[src/design/gius_pkg.sv]
// types and constants shared by the box suppression block
// no dependencies; compile first
package gius_pkg;

   localparam int COORD_W = 16;
   localparam int AREA_W  = 32;
   localparam int EDGE_W  = 18;
   localparam int UNI_W   = 33;
   localparam int PROD_W  = 49;
   localparam int THR_W   = 16;
   localparam int SLOT_W  = 7;

   localparam logic [THR_W-1:0] THR_RESET = 16'd29491;

   // one stored kept box
   typedef struct packed {
      logic signed [COORD_W-1:0] left;
      logic signed [COORD_W-1:0] top;
      logic [COORD_W-1:0]        width;
      logic [COORD_W-1:0]        height;
      logic [AREA_W-1:0]         area;
   } box_entry_type;

   // status from the compare pipeline to the sequencer
   typedef struct packed {
      logic busy;
      logic hit;
   } iou_stat_type;

endpackage

[src/design/gius_iou.sv]
// pipelined overlap test of the current box against one stored box per cycle
// depends on gius_pkg; fed by gius_store read data
module gius_iou import gius_pkg::*; (
   input  logic                      clock,
   input  logic                      reset,
   input  logic [THR_W-1:0]          thr,
   input  logic signed [COORD_W-1:0] item_left,
   input  logic signed [COORD_W-1:0] item_top,
   input  logic [COORD_W-1:0]        item_width,
   input  logic [COORD_W-1:0]        item_height,
   input  logic [AREA_W-1:0]         item_area,
   input  logic                      issue,
   input  box_entry_type             rd_data,
   output iou_stat_type              stat
);

   logic [5:0] v_ff;
   logic [5:0] v_in;

   logic signed [EDGE_W-1:0] al_ff, at_ff, ar_ff, ab_ff;
   logic signed [EDGE_W-1:0] al_in, at_in, ar_in, ab_in;

   logic signed [EDGE_W-1:0] kl, kt, kr, kb;
   logic signed [EDGE_W-1:0] lox_in, hix_in, loy_in, hiy_in;
   logic signed [EDGE_W-1:0] lox_ff, hix_ff, loy_ff, hiy_ff;
   logic [AREA_W-1:0]        ka1_ff, ka2_ff, ka3_ff;

   logic signed [EDGE_W-1:0] dx, dy;
   logic [COORD_W-1:0]       iw_in, ih_in, iw_ff, ih_ff;

   logic [AREA_W-1:0] inter3_in, inter3_ff, inter4_ff, inter5_ff;
   logic [UNI_W-1:0]  uni_in, uni_ff;
   logic [PROD_W-1:0] prod_in, prod_ff;

   // edges of the current box, held steady for a whole scan
   assign al_in = EDGE_W'(item_left);
   assign at_in = EDGE_W'(item_top);
   assign ar_in = al_in + $signed({2'b00, item_width});
   assign ab_in = at_in + $signed({2'b00, item_height});

   always_ff @(posedge clock) begin
      al_ff <= al_in;
      at_ff <= at_in;
      ar_ff <= ar_in;
      ab_ff <= ab_in;
   end

   // stage 1: intersection bounds
   assign kl = EDGE_W'(rd_data.left);
   assign kt = EDGE_W'(rd_data.top);
   assign kr = kl + $signed({2'b00, rd_data.width});
   assign kb = kt + $signed({2'b00, rd_data.height});

   assign lox_in = (al_ff > kl) ? al_ff : kl;
   assign loy_in = (at_ff > kt) ? at_ff : kt;
   assign hix_in = (ar_ff < kr) ? ar_ff : kr;
   assign hiy_in = (ab_ff < kb) ? ab_ff : kb;

   // stage 2: clamped extents, never wider than the narrower box
   assign dx    = hix_ff - lox_ff;
   assign dy    = hiy_ff - loy_ff;
   assign iw_in = (hix_ff > lox_ff) ? dx[COORD_W-1:0] : '0;
   assign ih_in = (hiy_ff > loy_ff) ? dy[COORD_W-1:0] : '0;

   // stage 3: intersection area
   assign inter3_in = AREA_W'(iw_ff) * AREA_W'(ih_ff);

   // stage 4: union, exact in 33 bits
   assign uni_in = UNI_W'(item_area) + UNI_W'(ka3_ff) - UNI_W'(inter3_ff);

   // stage 5: threshold times union
   assign prod_in = PROD_W'(thr) * PROD_W'(uni_ff);

   always_ff @(posedge clock) begin
      lox_ff    <= lox_in;
      hix_ff    <= hix_in;
      loy_ff    <= loy_in;
      hiy_ff    <= hiy_in;
      ka1_ff    <= rd_data.area;
      iw_ff     <= iw_in;
      ih_ff     <= ih_in;
      ka2_ff    <= ka1_ff;
      inter3_ff <= inter3_in;
      ka3_ff    <= ka2_ff;
      uni_ff    <= uni_in;
      inter4_ff <= inter3_ff;
      prod_ff   <= prod_in;
      inter5_ff <= inter4_ff;
   end

   // v_ff[0] tags the read data of the store, in the cycle after issue
   assign v_in = {v_ff[4:0], issue};

   always_ff @(posedge clock) begin
      if (reset) begin
         v_ff <= '0;
      end else begin
         v_ff <= v_in;
      end
   end

   assign stat.busy = |v_ff;
   assign stat.hit  = v_ff[5] && ({1'b0, inter5_ff, 16'h0000} > prod_ff);

endmodule

[config.mk]
export PLATFORM = sky130hd
export DESIGN_NAME = gius_iou
export DESIGN_NICKNAME = d
export VERILOG_FILES = /design/src/design/gius_pkg.sv /design/src/design/gius_iou.sv
export SDC_FILE = /design/constraint.sdc
export NUM_CORES = 2
export LEC_CHECK = 0
export ABC_AREA = 1
export BUFFER_PORTS_ARGS = -buffer_cell sky130_fd_sc_hd__buf_2
export CORE_MARGIN = 2
export CORE_UTILIZATION = 58
export DETAILED_ROUTE_END_ITERATION = 8
export GPL_TIMING_DRIVEN = 1
export PLACE_DENSITY = 0.79
export RECOVER_POWER = 100
export SLEW_MARGIN = 20
export SYNTH_ARGS = -nofsm -noshare
export SYNTH_HDL_FRONTEND = slang
export SYNTH_SLANG_ARGS = --single-unit
[constraint.sdc]
create_clock -name clock -period 6.7 [get_ports clock]
set_clock_uncertainty 0.05 [all_clocks]
set_input_delay 1.34 -clock clock [delete_from_list [all_inputs] [get_ports clock]]
set_output_delay 1.34 -clock clock [all_outputs]
set_load 0.02 [all_outputs]
After elaboration in Yosys (flattened, before gate mapping)
Cells that the tools add are included.

operators by class
  magnitude comparators = 7
  muxes and demuxes = 4
  add/sub/neg operators = 8
  multipliers = 2
  reduce and logical (&&, ||, !) cells = 2

operator list
  cell                 count
  $add A16 B17 Y18     4
  $mux W18             4
  $gt A48 B49 Y1       1
  $mul A16 B33 Y49     1
  $gt A18 B18 Y1       2
  $lt A18 B18 Y1       2
  $add A32 B32 Y33     1
  $sub A33 B32 Y33     1
  $gt A16 B16 Y1       2
  $mul A16 B16 Y32     1
  $sub A16 B16 Y16     2
  $reduce_or A6 Y1     1
  $logic_and A1 B1 Y1  1

word-level totals
  register bits after elaboration = 452
  output and inout port bits = 2
  input port bits = 211

Longest topological paths before layout
  depth in word-level cells = 3
  gate-level depth with buffers = 27
  gate-level depth less buffers = 25

Least setup slack after synthesis
Ideal clock, no wire load.

  path kind = input-to-reg
  from = input port thr[1]
  to = register prod_ff[48]
  arrival time = 6.232 ns
  setup time = 0.113 ns
  path buffers = 2
  required time = 6.537 ns
  path slack = 0.305 ns
  cell stages on the path = 24
  path through = clkbuf_1 clkbuf_1 nand2_1 fa_1 inv_1 fa_1 inv_1 fa_1 inv_1 fa_1 fa_1 inv_1 fa_1 inv_1 ha_1 nand2_1 nor2_1 inv_1 nor2_1 nand2_1 nor2_1 nand2_1 nand4_1 nand2_1

between the ends
  cells in the longest elaborated chain, start to end = 1

ends and longest elaborated chain
  element               RTL line        RTL
  start, declared       gius_iou.sv:6   input logic [THR_W-1:0] thr,
  $mul A16 B33 Y49      gius_iou.sv:72  assign prod_in = PROD_W'(thr) * PROD_W'(uni_ff);
  via prod_in[48]       gius_iou.sv:33  logic [PROD_W-1:0] prod_in, prod_ff;
  end signal, assigned  gius_iou.sv:87  prod_ff <= prod_in;
  end, declared         gius_iou.sv:33

The timed path passes the listed nets, and every way through them passes these cells.
A chain may end at the register's enable or synchronous reset.

Worst setup path in the final report
  from = input port thr[1]
  to = register prod_ff[38]

The elaborated chain is that of the path after synthesis.

==> impl_metrics.ini <==
[status]
status = complete, but fails checks
violations = max-capacitance violations, max-slew violations

[timing]
max_freq_mhz = 157
rsz0062_at_grt = no
fin_crit_sh = 0.948
finalCriticalPeriod_ns = 6.35
worst_slew_pin_slew_ns = 1.72
final_hold_viol_count = 0
slew_headroom = -0.146
tns_ns = 0
slew_violations = 34
setup_violations = 0
finalWorstSetupSlack_ns = 0.349

[yosys]
async_flop_share = 0
yosys_warnings = 0
ys.flop_type = dfxtp_1
synth_seq_cells = 448
yosysUniqueCellTypes = 44
synthCells = 6599
syn_area_per_cell_um2 = 7.43
ys_seq_area_frac = 0.183
syn-cell-area_um2 = 49100
syn_nets = 7934
synth-edff-count = 0

[clock_tree]
cts_resized = 0
htree_levels = 2
root_buffer = clkbuf_16
ctsHoldBuffers = 0
cts_tree = done
clockBufferDepth = 3
insertion_delay_ns = 0.61
post_cts_buffers = 0
cts_made_buffers = 49
cts.sinks = 448
clkSlewWorstSetupHoldPaths_ns = 0.06

[worst_setup_path]
worstPathCellList = buf_2 > clkbuf_1 > nand2_1 > fa_1 > fa_1 > fa_1 > inv_1 > fa_1 > fa_1 > inv_1 > fa_1 > inv_1 > ha_1 > nand2_1 > nor2_1 > and2_1 > nand4_1 > nand3b_1 > nand2_1 > nand3_1 > nand2_1
required_ns = 7.15
regToRegSetupSlack_ns = 0.65
r2r_cells = 24
cp.arrival_ns = 6.80
crit_family = adder cells
rr_endpoint = inter3_ff[30]
cp_max_fo = 24
reg2reg_from = iw_ff[13]
worstSetupStartpointType = primary input
path_class = in -> reg
cp_common_cell = fa_1
end_kind = flip-flop
cp_num_buf_inv = 5
slowest_stage = fa_1
max_stage_delay_ns = 0.53

[placed_design]
hpwl_um = 108000
gp_congestion = 0.973
place_ws_ns = -0.262
postPlaceCellArea_um2 = 52100
io_buffers = 212

[route]
first_iter_violations = 2396
finalWirelength_um = 127000
first_pass_iters = 6
wl_per_cell_um = 15.9
viasPerCell = 5.10
drc = 0
antenna_left = 0
via_count = 40800

[final_layout]
design_area_um2 = 53700
nets = 8155
drive_above_1_share = 0.0704
area_growth_pct = 9.50
diodes = 0

[global_route]
grt_pass1_wl_um = 209000
grt_max_degree = 34
overflow = 0
grt_pass1_vias = 42600
gr-usage-all-layers = 0.302
antenna_found_initial = 0

[floorplan]
core_area_um2 = 83700
fp-row-count = 106
ios = 213
die_x_um = 295
start_util = 0.586
die-height_um = 295
die-area_um2 = 86900

[worst_hold_path]
hold_path.startpoint = inter4_ff[19]
min_path_type = reg -> reg
hold_end = inter5_ff[19]
whs_path_depth = 0

[flow_run]
cap_violations = 1
[metrics by stage]
stage | cells | utilization | hold WS (ns)
4_1_cts | 7995 | 0.644 | 0.260
6_report | 7995 | 0.642 | 0.268
2_1_floorplan | 6599 | - | 0.260
3_5_place_dp | 7903 | 0.622 | 0.262
3_3_place_gp | 7903 | 0.622 | 0.260
5_1_grt | 7995 | 0.642 | 0.275
[state kept, by name, indices dropped and copies added (netlist names), 32 cells and up]
name	count
prod_ff	49
uni_ff	33
inter3_ff	32
inter4_ff	32
inter5_ff	32
ka1_ff	32
ka2_ff	32
ka3_ff	32
[layout by cell type (no fill, tap or decap), types with 31 or more instances in the layout]
cell type and n:
a21o_1 31, a21oi_1 215, buf_2 177, buf_4 140, clkbuf_1 42, clkbuf_16 49
dfxtp_1 448, fa_1 664, ha_1 460, inv_1 1684, nand2_1 1943, nand3_1 198
nand4_1 65, nor2_1 303, nor3_1 43, o21ai_0 91, xor2_1 102
[per-layer routing]
| metal | track usage | part of all wire | up-vias |
|---|---|---|---|
| li1 | - | - | 19800 |
| met1 | 0.362 | 0.40 | 19500 |
| met2 | 0.551 | 0.51 | 1212 |
| met3 | 0.0360 | 0.055 | 284 |
| met4 | 0.112 | 0.038 | 0 |
| met5 | 0 | 0 | - |
[cell usage after synthesis (5+ instances only)]
library cell / count / share of area
a21oi_1: 213 / 0.022
clkbuf_1: 196 / 0.015
nand2_4: 5 / 0.0011
ha_1: 460 / 0.12
nand4_1: 65 / 0.0083
xnor2_1: 18 / 0.0032
nor3_1: 42 / 0.0043
and2_1: 6 / 0.00077
o21a_1: 11 / 0.0017
nor2_1: 301 / 0.023
fa_1: 664 / 0.27
nand3_1: 190 / 0.019
xor2_1: 102 / 0.018
a21o_1: 31 / 0.0047
inv_1: 1683 / 0.13
nand2_2: 18 / 0.0023
o21bai_1: 23 / 0.0035
a21oi_2: 5 / 0.00089
o21ai_1: 9 / 0.00092
nand2_1: 1938 / 0.15
nand3_2: 10 / 0.0020
o21ai_0: 83 / 0.0085
nor2_2: 24 / 0.0031
nand3b_1: 10 / 0.0015
dfxtp_1: 448 / 0.18
a31oi_1: 8 / 0.0010
buf_6: 6 / 0.0014
[area by class of cell]
| cell class | count | area (um^2) |
|---|---|---|
| timing repair buffer | 378 | 2390 |
| clock inverter | 33 | 449 |
| tap | 1134 | 1420 |
| clock buffer | 59 | 1350 |
| fill | 7347 | 30000 |
| sequential | 448 | 8970 |
| multi-input combinational | 4258 | 32800 |
| inverter | 1685 | 6320 |
[cells by family after synthesis]
logic type      after synthesis  synth area share
xor+xnor                    120            0.0214
fa+ha+maj                  1124             0.388
compound gates              387            0.0436
flops                       448             0.183
simple gates               2627             0.218
buf+inv                    1893             0.146
[worst register-to-register path, stage by stage, from the launching register on]
cell and delay (ns):
dfxtp_1 0.71, clkbuf_1 0.37, nand2_1 0.15, fa_1 0.55, inv_1 0.05, fa_1 0.48, inv_1 0.05, fa_1 0.50
inv_1 0.05, fa_1 0.41, inv_1 0.10, fa_1 0.44, fa_1 0.51, inv_1 0.05, ha_1 0.36, nand2_1 0.14
inv_1 0.05, nand2_1 0.15, inv_1 0.06, a21oi_1 0.31, nor2_1 0.09, nor2_1 0.13, nand2_1 0.08, nand2_1 0.06
nand2_1 0.06
[worst max path at each step]
stage / startpoint / to / slack [ns] / cells past startpoint
3_3_place_gp: thr[1] / prod_ff[47] / -0.23 / 22
6_report: thr[1] / prod_ff[38] / 0.35 / 21
3_5_place_dp: thr[1] / prod_ff[47] / -0.26 / 22
2_1_floorplan: thr[1] / prod_ff[48] / 0.30 / 24
5_1_grt: thr[2] / prod_ff[21] / 0.04 / 18
4_1_cts: thr[1] / prod_ff[47] / 0.37 / 22
Power is left out: the tool's default activity adds up to more than one toggle a clock period on the data nets, which glitch-free logic cannot reach.
